`config.mk`:
```
export PLATFORM = sky130hd
export DESIGN_NAME = psvn_store
export DESIGN_NICKNAME = d
export VERILOG_FILES = /design/src/rtl/psvn_pkg.sv /design/src/rtl/psvn_store.sv
export SDC_FILE = /design/constraint.sdc
export NUM_CORES = 2
export LEC_CHECK = 0
export BUFFER_PORTS_ARGS = -buffer_cell sky130_fd_sc_hd__buf_2
export CORE_ASPECT_RATIO = 0.5
export CORE_MARGIN = 5
export CORE_UTILIZATION = 50
export CTS_CLUSTER_SIZE = 10
export DETAILED_ROUTE_END_ITERATION = 16
export PLACE_DENSITY = 0.65
export REMOVE_ABC_BUFFERS = 1
export SYNTH_ARGS = -nofsm -noshare
export SYNTH_HDL_FRONTEND = slang
export SYNTH_SLANG_ARGS = --single-unit
```
`constraint.sdc`:
```
create_clock -name clk_i -period 7.43 [get_ports clk_i]
set_input_delay 0.743 -clock clk_i [delete_from_list [all_inputs] [get_ports clk_i]]
set_output_delay 0.743 -clock clk_i [all_outputs]
set_load 0.1 [all_outputs]
```
`src/rtl/psvn_pkg.sv`:
```
`timescale 1ns / 1ps
`default_nettype none

package psvn_pkg;

  localparam int unsigned MaxPoints = 64;
  localparam int unsigned IdxW      = $clog2(MaxPoints);
  localparam int unsigned CntW      = IdxW + 1;
  localparam int unsigned VecW      = 34;
  localparam int unsigned NrmW      = 16;

  typedef enum logic [3:0] {
    ST_LOAD, ST_RCUR, ST_RPREV, ST_RNEXT, ST_CAPT,
    ST_GOA, ST_WA, ST_GOB, ST_WB, ST_GOS, ST_WS, ST_OUT
  } top_state_e;

  typedef enum logic [2:0] {
    U_IDLE, U_SHIFT, U_SQX, U_SQY, U_ADD, U_SQRT, U_DINIT, U_DIV
  } unit_state_e;

  typedef struct packed {
    logic                   start;
    logic signed [VecW-1:0] vx;
    logic signed [VecW-1:0] vy;
  } nrm_req_t;

  typedef struct packed {
    logic                   done;
    logic signed [NrmW-1:0] nx;
    logic signed [NrmW-1:0] ny;
  } nrm_rsp_t;

endpackage

`default_nettype wire

```
`src/rtl/psvn_store.sv`:
```
`timescale 1ns / 1ps
`default_nettype none

module psvn_store (
  input  wire logic                       clk_i,
  input  wire logic                       we_i,
  input  wire logic [psvn_pkg::IdxW-1:0]  waddr_i,
  input  wire logic [63:0]                wdata_i,
  input  wire logic [psvn_pkg::IdxW-1:0]  raddr_i,
  output logic      [63:0]                rdata_o
);

  logic [63:0] mem [psvn_pkg::MaxPoints];

  always_ff @(posedge clk_i) begin
    if (we_i) begin
      mem[waddr_i] <= wdata_i;
    end
  end

  always_ff @(posedge clk_i) begin
    rdata_o <= mem[raddr_i];
  end

endmodule

`default_nettype wire

```
==> summary.md <==
| Metric | Value |
|---|---|
| Worst Setup Start Kind | `input pin` |
| Num rows | `around 150` |
| Unrepaired setup endpoints after global routing | `false` |
| CP startpoint | `we_i` |
| Worst Reg-to-Reg Cells | `5` |
| Period utilisation layout | `a little over two fifths` |
| Hold_sp | `raddr_i[4]` |
| Final WL | `411 mm` |
| Post-CTS Setup Inserts | `0` |
| Router iterations before antenna repair | `5` |
| Synth area leaders | `edfxtp_1, mux4_2, mux2i_1, dfxtp_1, a22oi_1` |
| CP most frequent cell | `buf_4` |
| Vias in the first global route | `75.2k` |
| FF+latch area | `124000 sq um` |
| CP Max Fanout | `38` |
| Latest clock arrival within the worst-skew pair | `0.99 ns` |
| CTS tree | `yes` |
| Starting DRT DRC Count | `10.2k` |
| Peak supply drop | `about 190 uV` |
| Htree depth | `5` |
| #FFs+latches synth | `approximately 4.2k` |
| Post-synth top flop | `edfxtp_1` |
| TNS Setup | `0 ns` |
| Clock slew at reported path FFs | `0.06 ns` |
| Synth async-reset ratio | `0%` |
| Distinct cells, synth | `33` |
| Clock sinks | `around 4.2k` |
| P&R area growth vs syn | `12.5%` |
| Clock root buffer | `clkbuf_16` |
| Synthesized area per cell | `23.7 sq um` |
| Pwr Density | `around 280 nW/um^2` |
| Share of cells above drive strength 1 | `26.7%` |
| DR vias/cell | `around 6.6` |
| Initial core utilization | `50.1%` |
| Worst clock skew | `just under 0.08 ns` |
| Final core occ | `56.4%` |
| Seq/Total Area, Yosys | `around 79%` |
| HPWL after DPL | `roughly 220 mm` |
| Core area | `between 300000 and 400000 sq um` |
| Top-area cell type share of the netlist area | `78.7%` |
| Largest net degree at the start of global routing | `about 120` |
| Clock Path Buffers | `4` |
| Post-CTS sizing | `0` |
| I/O pin count | `~140` |
| Crit path kind | `input pin to register` |
| Commonest non-fill, non-tap cells in the layout | `edfxtp_1, mux4_2, clkbuf_16` |
| R2R Path End | `rdata_o[34]` |
| Critical path required time | `~8.0 ns` |
| Post-layout min period | `~3.2 ns` |
| Syn Inst Count | `6598` |
| Peak Freq | `between 300 and 400 MHz` |
| Fin nets | `approximately 7.1k` |
| GRT Overall Usage | `about a quarter` |
| Area leader, netlist | `edfxtp_1` |
| Drt drc | `0` |
| WHS Endpoint | `rdata_o[2]` |
| Worst slew pin tran | `between 1 and 1.5 ns` |
| Initial antenna violation count | `19` |
| Cts hold-fix bufs | `0` |
| Num CTS Buffers | `between 400 and 500` |
| Status | `finished, final reports clean` |
| Port Buf Inserts | `about 140` |
| Pins Over Slew Limit | `0` |
| # fillers | `roughly 22k` |
| R2r setup slk | `around 5.4 ns` |
| Via count | `roughly 76k` |
| Number of synthesis warnings | `0` |
| CP peak stage delay | `between 0.7 and 0.8 ns` |
| Final hold violations | `0` |
| Per-cell routed wire length | `~36 microns` |
| Global-route wire length before repair | `around 580 mm` |
| Mapped Area | `~160000 sq um` |
| Worst Setup End Kind | `register` |
| Hold Crit Class | `input pin to register` |
| Final Setup Violations | `0` |
| Hold path cells | `4` |
| Crit path max-delay cell type | `buf_4` |
| Relative slew slack | `10.9%` |
| Number of max-cap violations | `0` |
| Die area | `about 320000 sq um` |
| Commonest non-fill, non-tap cell in the layout | `edfxtp_1` |
| Multi-input combinational cell area | `slightly above 30000 sq um` |
| Reg2Reg Launch Point | `mem[13][34]` |
| Sequence of cells on the critical path | `buf_2, nor2b_1, nand3_1, nor2_4, buf_4, buf_4` |
| Number of routed nets with antenna violations | `0` |
| Worst Path Arrival | `between 3 and 4 ns` |
| GP Congestion | `approximately 0.78` |
| Static leakage | `~0.055 uW` |
| Die width | `between 800 and 900 microns` |
| Number of synthesized flops with an enable pin | `4096` |
| Die span in y | `between 400 and 500 microns` |
| Total grt overflow | `0` |
-- cell usage after synthesis, drive strengths merged (2+ instances only) --
master,count
edfxtp,4096
mux4,1024
buf,230
a22oi,168
clkbuf,140
mux2i,135
nor2,112
a22o,88
o22ai,83
and3,64
dfxtp,64
a211oi,63
nand2,58
nand3,45
o221ai,38
or3,29
nor2b,28
or2,28
a41oi,26
a2bb2oi,19
inv,19
a31oi,18
nand2b,11
and2,3
nand3b,2
nand4,2
nor3,2
-- worst max-delay path, delay by kind of cell --
kind,cells,cell delay (ns)
simple gates,3,1.31
buf+inv,3,1.54
-- worst max path at each step --
stage	to	slack [ns]	cells after the start
global route	rdata_o[52]	4.06	8
finish	mem[22][20]	4.23	6
floorplan	mem[48][0]	1.39	3
detailed placement	rdata_o[52]	3.32	8
global placement	rdata_o[52]	3.38	8
CTS	rdata_o[52]	4.28	8
-- flip-flops by register name, indices dropped and copies added (netlist names) --
signal,flops
rdata_o,64
mem,4096
-- metal layers --
metal	part of all wire [%]	global-route usage (%)	up-vias
li1	-	-	29377
met1	40	37.5	41319
met2	47	39.4	4373
met3	9.7	4.11	652
met4	3.0	7.10	6
met5	0.0083	0	-
-- final cells by class --
| cell class | count | area share, % |
|---|---|---|
| flip-flops and latches | 4160 | 70.6 |
| multi-input cells | 2049 | 17.5 |
| clock buffers | 744 | 7.17 |
| well taps | 4189 | 2.98 |
| repair buffers | 346 | 1.47 |
| clock inverters | 20 | 0.201 |
| inverters | 19 | 0.0405 |
| diodes | 8 | 0.0114 |
-- power by group --
group | switching (uW) | internal (uW)
logic | 1750 | 802
registers | 95.2 | 26000
clock network | 8700 | 11500
total | 10500 | 38300
-- cell families (layout without fill, tap and decap cells) --
family | after synthesis | after routing | synth area share (%)
DFF | 4160 | 4160 | 79.5
and+or+nand+nor | 386 | 386 | 1.24
other | 0 | 8 | 0
muxes | 1159 | 1159 | 15.6
buffers and inverters | 389 | 1129 | 1.18
AOI/OAI and AO/OA | 504 | 504 | 2.48
-- through the flow --
stage	setup WS [ns]	total power (uW)	area [sq um]	instances	hold WS (ns)
floorplan	1.39	27900	155000	6228	0.788
finish	4.23	48800	176000	11535	0.448
global route	4.06	50300	176000	11529	0.403
global placement	3.38	29100	163000	10763	0.813
detailed placement	3.32	29200	163000	10763	0.823
CTS	4.28	49200	176000	11527	0.390
Power figures use the tool's default switching activity.
